<file path="src/siq_pkg.sv">
// shared types, codes and defaults for the sorted insertion priority queue
package siq_pkg;

   localparam int MAX_ENTRIES_DEFAULT = 16;

   localparam int CAP_W = 5;
   localparam logic [CAP_W-1:0] CAP_RESET = 5'd16;

   localparam int STATUS_W = 2;
   localparam logic [STATUS_W-1:0] STATUS_DONE  = 2'd0;
   localparam logic [STATUS_W-1:0] STATUS_FULL  = 2'd1;
   localparam logic [STATUS_W-1:0] STATUS_EMPTY = 2'd2;

   localparam logic REQ_ENQUEUE = 1'b0;
   localparam logic REQ_DEQUEUE = 1'b1;

   // what every cell does in a cycle
   localparam int OP_W = 2;
   localparam logic [OP_W-1:0] OP_HOLD   = 2'd0;
   localparam logic [OP_W-1:0] OP_INSERT = 2'd1;
   localparam logic [OP_W-1:0] OP_POP    = 2'd2;

   typedef struct packed {
      logic [2:0]  urgency;
      logic [15:0] tag;
      logic [7:0]  age;
      logic        sex;
      logic        coverage;
   } entry_type;

   typedef struct packed {
      logic [OP_W-1:0] op;
      entry_type       new_entry;
   } cell_ctrl_type;

endpackage

</file>
<file path="src/siq_cell.sv">
// one slot of the sorted chain: holds an entry and trades it with its neighbors
module siq_cell
   import siq_pkg::*;
(
   input  logic          clock,
   input  cell_ctrl_type ctrl,
   input  logic          occupied,
   input  entry_type     left_entry,
   input  logic          left_ins,
   input  entry_type     right_entry,
   output entry_type     entry,
   output logic          ins
);

   entry_type entry_ff;
   entry_type entry_in;

   // new entry belongs at or in front of this slot
   assign ins   = !occupied || (entry_ff.urgency < ctrl.new_entry.urgency);
   assign entry = entry_ff;

   always_comb begin
      entry_in = entry_ff;
      case (ctrl.op)
         OP_INSERT: begin
            if (ins) begin
               // first inserting slot takes the new entry, the rest shift back
               entry_in = left_ins ? left_entry : ctrl.new_entry;
            end
         end
         OP_POP: begin
            entry_in = right_entry;
         end
         OP_HOLD: begin
            entry_in = entry_ff;
         end
         default: begin
            entry_in = entry_ff;
         end
      endcase
   end

   always_ff @(posedge clock) begin
      entry_ff <= entry_in;
   end

endmodule

</file>
<file path="src/sorted_insert_priority_queue.sv">
// top level of the sorted insertion priority queue: cell chain, count, response register
//
//  channel  direction  handshake           payload
//  req      in         req_valid/req_stall req_type, urgency, tag, age, sex, coverage
//  rsp      out        rsp_valid/rsp_stall status, removed entry, queue count
//  csr      in         csr_valid/csr_ready capacity limit
//
// one request per cycle while req_stall is low; the response is registered and appears in the cycle after acceptance.
// all cells compare against the new urgency at once and shift in the same cycle.
// reset empties the queue and sets the capacity limit to 16; slot contents stay as they are.
// req_stall rises only while a response is held and rsp_stall is high.
module sorted_insert_priority_queue
   import siq_pkg::*;
#(
   parameter int MAX_ENTRIES = MAX_ENTRIES_DEFAULT
)
(
   input  logic                clock,
   input  logic                reset,

   input  logic                req_valid,
   output logic                req_stall,
   input  logic                req_type,
   input  logic [2:0]          req_urgency_level,
   input  logic [15:0]         req_patient_tag,
   input  logic [7:0]          req_patient_age,
   input  logic                req_patient_sex,
   input  logic                req_coverage_kind,

   output logic                rsp_valid,
   input  logic                rsp_stall,
   output logic [STATUS_W-1:0] rsp_status_code,
   output logic                rsp_out_valid,
   output logic [2:0]          rsp_out_urgency,
   output logic [15:0]         rsp_out_tag,
   output logic [7:0]          rsp_out_age,
   output logic                rsp_out_sex,
   output logic                rsp_out_coverage,
   output logic [4:0]          rsp_queue_count,

   input  logic                csr_valid,
   output logic                csr_ready,
   input  logic [CAP_W-1:0]    csr_capacity_limit
);

   localparam int CNT_W = $clog2(MAX_ENTRIES + 1);
   localparam int CMP_W = (CNT_W > CAP_W) ? CNT_W : CAP_W;

   logic [CNT_W-1:0]    count_ff, count_in;
   logic [CAP_W-1:0]    cap_ff, cap_in;
   logic                rsp_valid_ff, rsp_valid_in;
   logic [STATUS_W-1:0] status_ff, status_in;
   logic                removed_ff, removed_in;
   entry_type           out_entry_ff, out_entry_in;
   logic [CMP_W-1:0]    out_count_ff, out_count_in;

   entry_type           cell_entry [MAX_ENTRIES];
   logic                cell_ins   [MAX_ENTRIES];
   logic [MAX_ENTRIES-1:0] occupied;
   cell_ctrl_type       ctrl;

   logic                take;
   logic                enqueue;
   logic                full;
   logic                empty;
   logic [CMP_W-1:0]    count_wide;
   entry_type           req_entry;

   assign csr_ready = 1'b1;
   assign req_stall = rsp_valid_ff && rsp_stall;
   assign take      = req_valid && !req_stall;
   assign enqueue   = (req_type == REQ_ENQUEUE);

   assign count_wide = CMP_W'(count_ff);
   assign full  = (count_wide >= CMP_W'(cap_ff)) || (count_wide == CMP_W'(MAX_ENTRIES));
   assign empty = (count_ff == '0);

   always_comb begin
      req_entry.urgency  = req_urgency_level;
      req_entry.tag      = req_patient_tag;
      req_entry.age      = req_patient_age;
      req_entry.sex      = req_patient_sex;
      req_entry.coverage = req_coverage_kind;
   end

   always_comb begin
      ctrl.new_entry = req_entry;
      ctrl.op        = OP_HOLD;
      if (take && enqueue && !full) begin
         ctrl.op = OP_INSERT;
      end else if (take && !enqueue && !empty) begin
         ctrl.op = OP_POP;
      end
   end

   genvar gi;
   generate
      for (gi = 0; gi < MAX_ENTRIES; gi++) begin : g_cell
         entry_type left_entry;
         logic      left_ins;
         entry_type right_entry;

         assign occupied[gi] = (count_ff > CNT_W'(gi));

         if (gi == 0) begin : g_head
            assign left_entry = req_entry;
            assign left_ins   = 1'b0;
         end else begin : g_body
            assign left_entry = cell_entry[gi-1];
            assign left_ins   = cell_ins[gi-1];
         end

         if (gi == MAX_ENTRIES - 1) begin : g_tail
            assign right_entry = cell_entry[gi];
         end else begin : g_inner
            assign right_entry = cell_entry[gi+1];
         end

         siq_cell u_cell (
            .clock       (clock),
            .ctrl        (ctrl),
            .occupied    (occupied[gi]),
            .left_entry  (left_entry),
            .left_ins    (left_ins),
            .right_entry (right_entry),
            .entry       (cell_entry[gi]),
            .ins         (cell_ins[gi])
         );
      end
   endgenerate

   always_comb begin
      cap_in = cap_ff;
      if (csr_valid && csr_ready) begin
         cap_in = csr_capacity_limit;
      end
   end

   always_comb begin
      count_in     = count_ff;
      status_in    = status_ff;
      removed_in   = removed_ff;
      out_entry_in = out_entry_ff;
      out_count_in = out_count_ff;
      rsp_valid_in = rsp_stall ? rsp_valid_ff : 1'b0;
      if (take) begin
         rsp_valid_in = 1'b1;
         removed_in   = 1'b0;
         out_entry_in = '0;
         if (enqueue) begin
            if (full) begin
               status_in = STATUS_FULL;
            end else begin
               status_in = STATUS_DONE;
               count_in  = count_ff + 1'b1;
            end
         end else begin
            if (empty) begin
               status_in = STATUS_EMPTY;
            end else begin
               status_in    = STATUS_DONE;
               removed_in   = 1'b1;
               out_entry_in = cell_entry[0];
               count_in     = count_ff - 1'b1;
            end
         end
         out_count_in = CMP_W'(count_in);
      end
   end

   always_ff @(posedge clock) begin
      if (reset) begin
         count_ff     <= '0;
         cap_ff       <= CAP_RESET;
         rsp_valid_ff <= 1'b0;
      end else begin
         count_ff     <= count_in;
         cap_ff       <= cap_in;
         rsp_valid_ff <= rsp_valid_in;
      end
   end

   always_ff @(posedge clock) begin
      status_ff    <= status_in;
      removed_ff   <= removed_in;
      out_entry_ff <= out_entry_in;
      out_count_ff <= out_count_in;
   end

   assign rsp_valid        = rsp_valid_ff;
   assign rsp_status_code  = status_ff;
   assign rsp_out_valid    = removed_ff;
   assign rsp_out_urgency  = out_entry_ff.urgency;
   assign rsp_out_tag      = out_entry_ff.tag;
   assign rsp_out_age      = out_entry_ff.age;
   assign rsp_out_sex      = out_entry_ff.sex;
   assign rsp_out_coverage = out_entry_ff.coverage;
   assign rsp_queue_count  = out_count_ff[4:0];

endmodule
</file>
<file path="config.mk">
export PLATFORM = sky130hd
export DESIGN_NAME = sorted_insert_priority_queue
export DESIGN_NICKNAME = d
export VERILOG_FILES = /design/src/siq_pkg.sv /design/src/siq_cell.sv /design/src/sorted_insert_priority_queue.sv
export SDC_FILE = /design/constraint.sdc
export NUM_CORES = 1
export LEC_CHECK = 0
export BUFFER_PORTS_ARGS = -buffer_cell sky130_fd_sc_hd__buf_2
export CELL_PAD_IN_SITES_DETAIL_PLACEMENT = 2
export CELL_PAD_IN_SITES_GLOBAL_PLACEMENT = 2
export CORE_UTILIZATION = 43
export DETAILED_ROUTE_END_ITERATION = 7
export GPL_TIMING_DRIVEN = 0
export PLACE_DENSITY = 0.9
export SYNTH_ARGS = -nofsm -noshare
export SYNTH_HDL_FRONTEND = slang
export SYNTH_HIERARCHICAL = 1
export SYNTH_SLANG_ARGS = --single-unit
</file>
<file path="constraint.sdc">
create_clock -name clock -period 12.9 [get_ports clock]
set_input_delay 2.58 -clock clock [delete_from_list [all_inputs] [get_ports clock]]
set_output_delay 2.58 -clock clock [all_outputs]
set_load 0.05 [all_outputs]
</file>
==> results of run 1 <==
-- cells in the final DEF (no fill, tap or decap), types with 2 or more instances in the layout --
cell and instances:
nor2_1 50, ha_1 43, a21oi_1 4, dfxtp_1 11
conb_1 3, edfxtp_1 501, a31oi_1 4, o211ai_1 2
clkbuf_1 29, nor2b_4 16, inv_2 3, o41ai_2 16
buf_6 53, nand2_1 481, buf_2 110, clkbuf_16 59
nor3_1 6, nor3b_1 33, clkinv_2 7, mux2i_1 468
and3_1 30, buf_4 84, o21ai_0 314, o21ai_1 196
nor2b_1 3, o31ai_1 3, clkbuf_2 32, a211oi_1 3
or3_1 2, inv_1 58, clkinv_1 16, nor4_1 2
or4_1 2
-- flip-flops by register name, summed over array words and instances, names as in the netlist, 2 cells and up --
register and count:
count_ff 5, rsp_status_code 2, rsp_out_tag 16, rsp_out_urgency 3, rsp_queue_count 5, cap_ff 5, rsp_out_age 8, g_cell.u_cell/entry 464
-- worst max-delay path, delay by kind of cell --
family,cells,cell delay (ns)
buf+inv,7,3.02
compound gates,1,0.20
simple gates,5,1.06
-- worst min-delay path by stage --
stage	slack (ns)	depth (start not counted)	to	startpoint
floorplan	0.46	2	cap_ff[4]$_SDFFE_PP1P_	cap_ff[4]$_SDFFE_PP1P_
global placement	0.48	2	cap_ff[2]$_SDFFE_PP0P_	cap_ff[2]$_SDFFE_PP0P_
detailed placement	0.50	2	cap_ff[2]$_SDFFE_PP0P_	cap_ff[2]$_SDFFE_PP0P_
CTS	0.52	2	cap_ff[2]$_SDFFE_PP0P_	cap_ff[2]$_SDFFE_PP0P_
global route	0.54	2	cap_ff[3]$_SDFFE_PP0P_	cap_ff[3]$_SDFFE_PP0P_
finish	0.50	2	cap_ff[2]$_SDFFE_PP0P_	cap_ff[2]$_SDFFE_PP0P_
-- metrics by stage --
stage	setup slack, ns	total power, mW	instances
finish	6.262	6.301	3516
global placement	-2.238	4.195	3360
global route	6.138	6.468	3516
floorplan	1.896	3.769	2437
CTS	6.440	6.263	3516
detailed placement	5.898	4.478	3413
-- per-layer routing --
layer | share of wire | up-vias | wire length [um]
li1 | - | 9281 | -
met1 | 0.39 | 11670 | 43270
met2 | 0.51 | 1053 | 57110
met3 | 0.056 | 309 | 6205
met4 | 0.040 | 0 | 4412
met5 | 0 | - | 0
-- power by group --
group	leakage (nW)	total [mW]	switching (mW)	internal, mW
registers	4.85	2.82	0.325	2.50
logic	8.01	1.85	1.25	0.598
clock network	0.834	1.62	0.767	0.858
total	13.7	6.30	2.34	3.96
-- layout make-up --
cell class / instances / area (um2)
Buffer: 160 / 1177
Clock inverter: 26 / 161.4
Tap cell: 846 / 1059
Sequential cell: 512 / 15260
Clock buffer: 77 / 1544
Inverter: 63 / 239.0
Multi-Input combinational cell: 1702 / 11070
Timing Repair Buffer: 130 / 802.0
Fill cell: 6176 / 31990
==> impl_metrics.csv, run 1 <==
group,metric,value,unit
setup_path,startpoint_of_the_worst_register_to_register_path,"count_ff[0]$_SDFFE_PP0P_",
detailed_routing,antenna_violating_nets_post_route,0,
global_routing,global_route_wire_length_before_repair,166300,um
detailed_routing,routed_via_density,6.347,
status,status,"completed",
synthesis,syn_avg_cell_area,11.34,um2
finish,final_design_area_no_fill,31320,um2
sta,worst-slew-pin-transition,1.397,ns
setup_path,crit_fanout,49,
pwr,irDropWorstVdd,0.00009823,V
pwr,powerDensity,201.2,nW/um2
hold_path,hold_class,"reg2reg",
floorplan,die_span_x,255.5,um
global_routing,globalRouteMet2Util,0.5999,
setup_path,worst_setup_path_startpoint,"rsp_stall",
detailed_routing,totalWireLength,111000,um
clock_network,cts.root.buffer_cell,"clkbuf_16",
setup_path,reg2reg_setup_slack,7.33,ns
floorplan,fp.dieArea,65260,um2
setup_path,critical_path_capture_point,"g_cell[15].u_cell/entry[17]$_DFFE_PP_",
detailed_routing,wl_per_cell,31.57,um
global_routing,grt_busiest_layer,"met2",
finish,antenna_cells_inserted,0,
setup_path,cp_common_cell,"buf_4",
sta,maxSlewViolCount,0,
clock_network,clock_tree.buffer_depth,3,
finish,layout.nets,2711,
floorplan,placementRows,92,
global_routing,grt_max_degree,50,
synthesis,yosys_warnings,6,
global_routing,groute.layer.met1.usage,0.4042,
sta,grt_setup_unrepaired,"false",
synthesis,syn-cell-area,27620,um2
finish,final_layout_size_suffix_gt1_frac,0.1464,
clock_network,post_cts_setup_buffer_count,0,
synthesis,synth_cells,2436,
clock_network,clk_transition_reported_paths,0.06,ns
global_routing,track_usage,0.3348,
setup_path,path_cells,"buf_2 > nand2_1 > nand2_2 > inv_2 > nand2_1 > inv_2 > nor2b_4 > buf_2 > nor2_1 > o41ai_2 > buf_4 > buf_4 > buf_4",
sta,final_period_minus_worst_setup_slack,6.638,ns
finish,final_core_utilization,0.4947,
setup_path,rr_worst_depth,15,
sta,final_worst_path_cycle_share,0.5146,
clock_network,clock_latency,0.65,ns
clock_network,numCtsBuffers,59,
floorplan,io_pins,80,
global_routing,initial_antenna_violation_count,0,
place,placement.cell_area,29610,um2
setup_path,critical-path-max-stage-delay,1.02,ns
place,place.detailed.hpwl,69340,um
sta,timing.slew.headroom,0.06888,
setup_path,worstReg2RegEnd,"g_cell[14].u_cell/entry[10]$_DFFE_PP_",
floorplan,design.core.area,63310,um2
pwr,leakage_power_of_the_design,13.69,nW
global_routing,gr-total-overflow,0,
floorplan,floorplan.initialDensity,0.4363,
setup_path,startpoint_type,"input pin",
clock_network,cts_tree,"done",
clock_network,h-tree-depth,2,
clock_network,post_cts_resized,0,
detailed_routing,initialDrtViolationCount,1856,
setup_path,slowest_stage,"inv_2",
floorplan,die_height,255.5,um
clock_network,cts_sinks,512,
place,io_buffer_count,77,
setup_path,timing_worst_setup_path_type,"in2reg",
sta,fin_skew,0.02787,ns
detailed_routing,detailroute.via_count,22320,
global_routing,met3_usage,0.04613,
sta,finalHoldWorstSlack,0.5029,ns
setup_path,required,13.24,ns
sta,total_negative_slack_for_setup_checks,0,ns
clock_network,cts_hold_repair.buffers,0,
run,max-cap-violations,0,
finish,flow.area_growth_from_synthesis,13.38,%
detailed_routing,total_drc_errors_in_the_routed_layout,0,
setup_path,crit_arrival,6.98,ns
sta,setup_viol_count_final,0,
sta,max_clock_freq,150.6,MHz
sta,hold_viol,0,
detailed_routing,dr.pass1.iters,7,
place,gp_routability_congestion,0.8035,
setup_path,setup.worst_path.end_class,"flip-flop",
global_routing,grt_pass1_vias,25060,
Power figures use the tool's default switching activity.
==> run 2: changes to the inputs <==
- CORE_UTILIZATION: 43 -> 39
- PLACE_DENSITY: 0.9 -> 0.87
- clock period: 12.9 -> 5.4 ns (I/O delays scaled with it)
==> impl_metrics.csv, run 2 (synthesized netlist as in run 1, its figures left out) <==
group,metric,value,unit
clock_network,cts_tree,"done",
setup_path,cpLargestDelayFamily,"compound AO/OA/AOI/OAI gates",
setup_path,worstReg2RegEnd,"g_cell[6].u_cell/entry[4]$_DFFE_PP_",
setup_path,crit_fanout,16,
sta,final_period_minus_worst_setup_slack,5.022,ns
clock_network,cts.root.buffer_cell,"clkbuf_16",
finish,layout.nets,2679,
finish,final_layout_size_suffix_gt1_frac,0.1393,
place,gp_routability_congestion,0.7594,
setup_path,worst_setup_path_startpoint,"count_ff[0]$_SDFFE_PP0P_",
floorplan,placementRows,97,
detailed_routing,routed_via_density,5.857,
finish,largest_register_ff_count,464,
global_routing,gr-total-overflow,0,
clock_network,clock_latency,0.66,ns
detailed_routing,initialDrtViolationCount,1356,
setup_path,startpoint_of_the_worst_register_to_register_path,"count_ff[0]$_SDFFE_PP0P_",
setup_path,critical-path-max-stage-delay,1.19,ns
detailed_routing,totalWireLength,97680,um
detailed_routing,detailroute.via_count,20990,
finish,mostFrequentLayoutCells,"edfxtp_1 (501), nand2_1 (481), mux2i_1 (468), o21ai_0 (314), o21ai_1 (196)",
setup_path,cp_common_cell,"inv_1",
setup_path,setup.worst_path.end_class,"flip-flop",
floorplan,die_span_x,268.1,um
sta,worst-slew-pin-transition,1.363,ns
pwr,powerDensity,465.9,nW/um2
global_routing,track_usage,0.2718,
floorplan,floorplan.initialDensity,0.3945,
clock_network,cts_hold_repair.buffers,0,
finish,most_frequent_standard_cell_in_the_layout_excluding_fill_and_tap_cells,"edfxtp_1",
clock_network,cts_sinks,512,
global_routing,grt_max_degree,50,
setup_path,crit_arrival,5.34,ns
global_routing,global_route_wire_length_before_repair,148900,um
status,status,"completed",
pwr,irDropWorstVdd,0.0002571,V
detailed_routing,antenna_violating_nets_post_route,0,
setup_path,worst-path-buf-inv,5,
setup_path,startpoint_type,"flip-flop",
clock_network,post_cts_resized,0,
sta,fin_skew,0.04774,ns
sta,max_clock_freq,199.1,MHz
sta,finalHoldWorstSlack,0.4896,ns
floorplan,die_height,268.1,um
sta,timing.slew.headroom,0.08840,
setup_path,timing_worst_setup_path_type,"reg2reg",
setup_path,critical_path_depth,11,
floorplan,io_pins,80,
clock_network,numCtsBuffers,58,
finish,flow.area_growth_from_synthesis,14.28,%
global_routing,grt_pass1_vias,23980,
detailed_routing,dr.pass1.iters,5,
floorplan,design.core.area,70030,um2
sta,final_worst_path_cycle_share,0.9300,
floorplan,fp.dieArea,71900,um2
sta,maxSlewViolCount,0,
setup_path,critical_path_capture_point,"g_cell[6].u_cell/entry[4]$_DFFE_PP_",
run,max-cap-violations,0,
global_routing,initial_antenna_violation_count,2,
detailed_routing,total_drc_errors_in_the_routed_layout,0,
setup_path,rr_worst_depth,11,
clock_network,post_cts_setup_buffer_count,0,
sta,hold_viol,0,
setup_path,reg2reg_setup_slack,0.38,ns
pwr,leakage_power_of_the_design,13.65,nW
detailed_routing,wl_per_cell,27.26,um
finish,final_design_area_no_fill,31570,um2
hold_path,hold_class,"reg2reg",
clock_network,clk_transition_reported_paths,0.06,ns
sta,total_negative_slack_for_setup_checks,0,ns
setup_path,slowest_stage,"o41ai_4",
place,io_buffer_count,77,
clock_network,h-tree-depth,2,
sta,setup_viol_count_final,0,
clock_network,clock_tree.buffer_depth,3,
place,placement.cell_area,29800,um2
place,place.detailed.hpwl,64170,um
setup_path,required,5.72,ns
setup_path,path_cells,"inv_1 > ha_1 > nor2b_1 > o21ai_2 > a311o_1 > clkbuf_1 > nor3_4 > buf_16 > inv_1 > o41ai_4 > buf_6",
sta,grt_setup_unrepaired,"false",
[run 2: metrics by stage]
stage               std cells  total power [mW]  setup WS [ns]    util
global placement         3454             10.05         -1.360  0.4213
global route             3582             15.24         0.2810  0.4507
finish                   3584             14.71         0.3781  0.4508
detailed placement       3476             10.56         0.4562  0.4255
floorplan                2437             9.048         0.3370       -
CTS                      3582             14.72         0.4628  0.4507
[run 2: metal layers]
layer	track usage	part of all wire
met1	0.3372	0.42
met2	0.4889	0.52
met3	0.02831	0.032
met4	0.09436	0.031
met5	0	0.00024
[run 2: worst reg2reg max path, stage by stage, from the launching register on]
cell,delay [ns]
dfxtp_1,0.55
inv_1,0.25
ha_1,0.35
nor2b_1,0.14
o21ai_2,0.11
a311o_1,0.44
clkbuf_1,0.29
nor3_4,0.62
buf_16,0.26
inv_1,0.14
o41ai_4,1.19
buf_6,0.36
[run 2: where the power goes]
| group | internal, mW | total (mW) | switching [mW] | leakage [nW] |
|---|---|---|---|---|
| Combinational | 1.41 | 4.16 | 2.75 | 7.92 |
| Clock | 2.10 | 3.88 | 1.78 | 0.868 |
| Sequential | 5.98 | 6.67 | 0.696 | 4.85 |
[run 2: worst min-delay path by stage]
stage	start	endpoint	slack, ns	cells after the start
after floorplan	cap_ff[4]$_SDFFE_PP1P_	cap_ff[4]$_SDFFE_PP1P_	0.46	2
after detailed placement	cap_ff[4]$_SDFFE_PP1P_	cap_ff[4]$_SDFFE_PP1P_	0.49	2
after global placement	cap_ff[2]$_SDFFE_PP0P_	cap_ff[2]$_SDFFE_PP0P_	0.48	2
after global routing	cap_ff[4]$_SDFFE_PP1P_	cap_ff[4]$_SDFFE_PP1P_	0.52	2
after CTS	cap_ff[4]$_SDFFE_PP1P_	cap_ff[4]$_SDFFE_PP1P_	0.50	2
final	cap_ff[4]$_SDFFE_PP1P_	cap_ff[4]$_SDFFE_PP1P_	0.49	2
[run 2: cell type report]
type / count / area (um2)
fill: 6997 / 38460
sequential: 512 / 15260
multi-input combinational: 1702 / 11260
clock buffer: 67 / 1485
buffer: 160 / 1177
tap: 940 / 1176
timing repair buffer: 99 / 681.9
clock inverter: 39 / 277.8
inverter: 63 / 241.5
antenna: 2 / 5.005
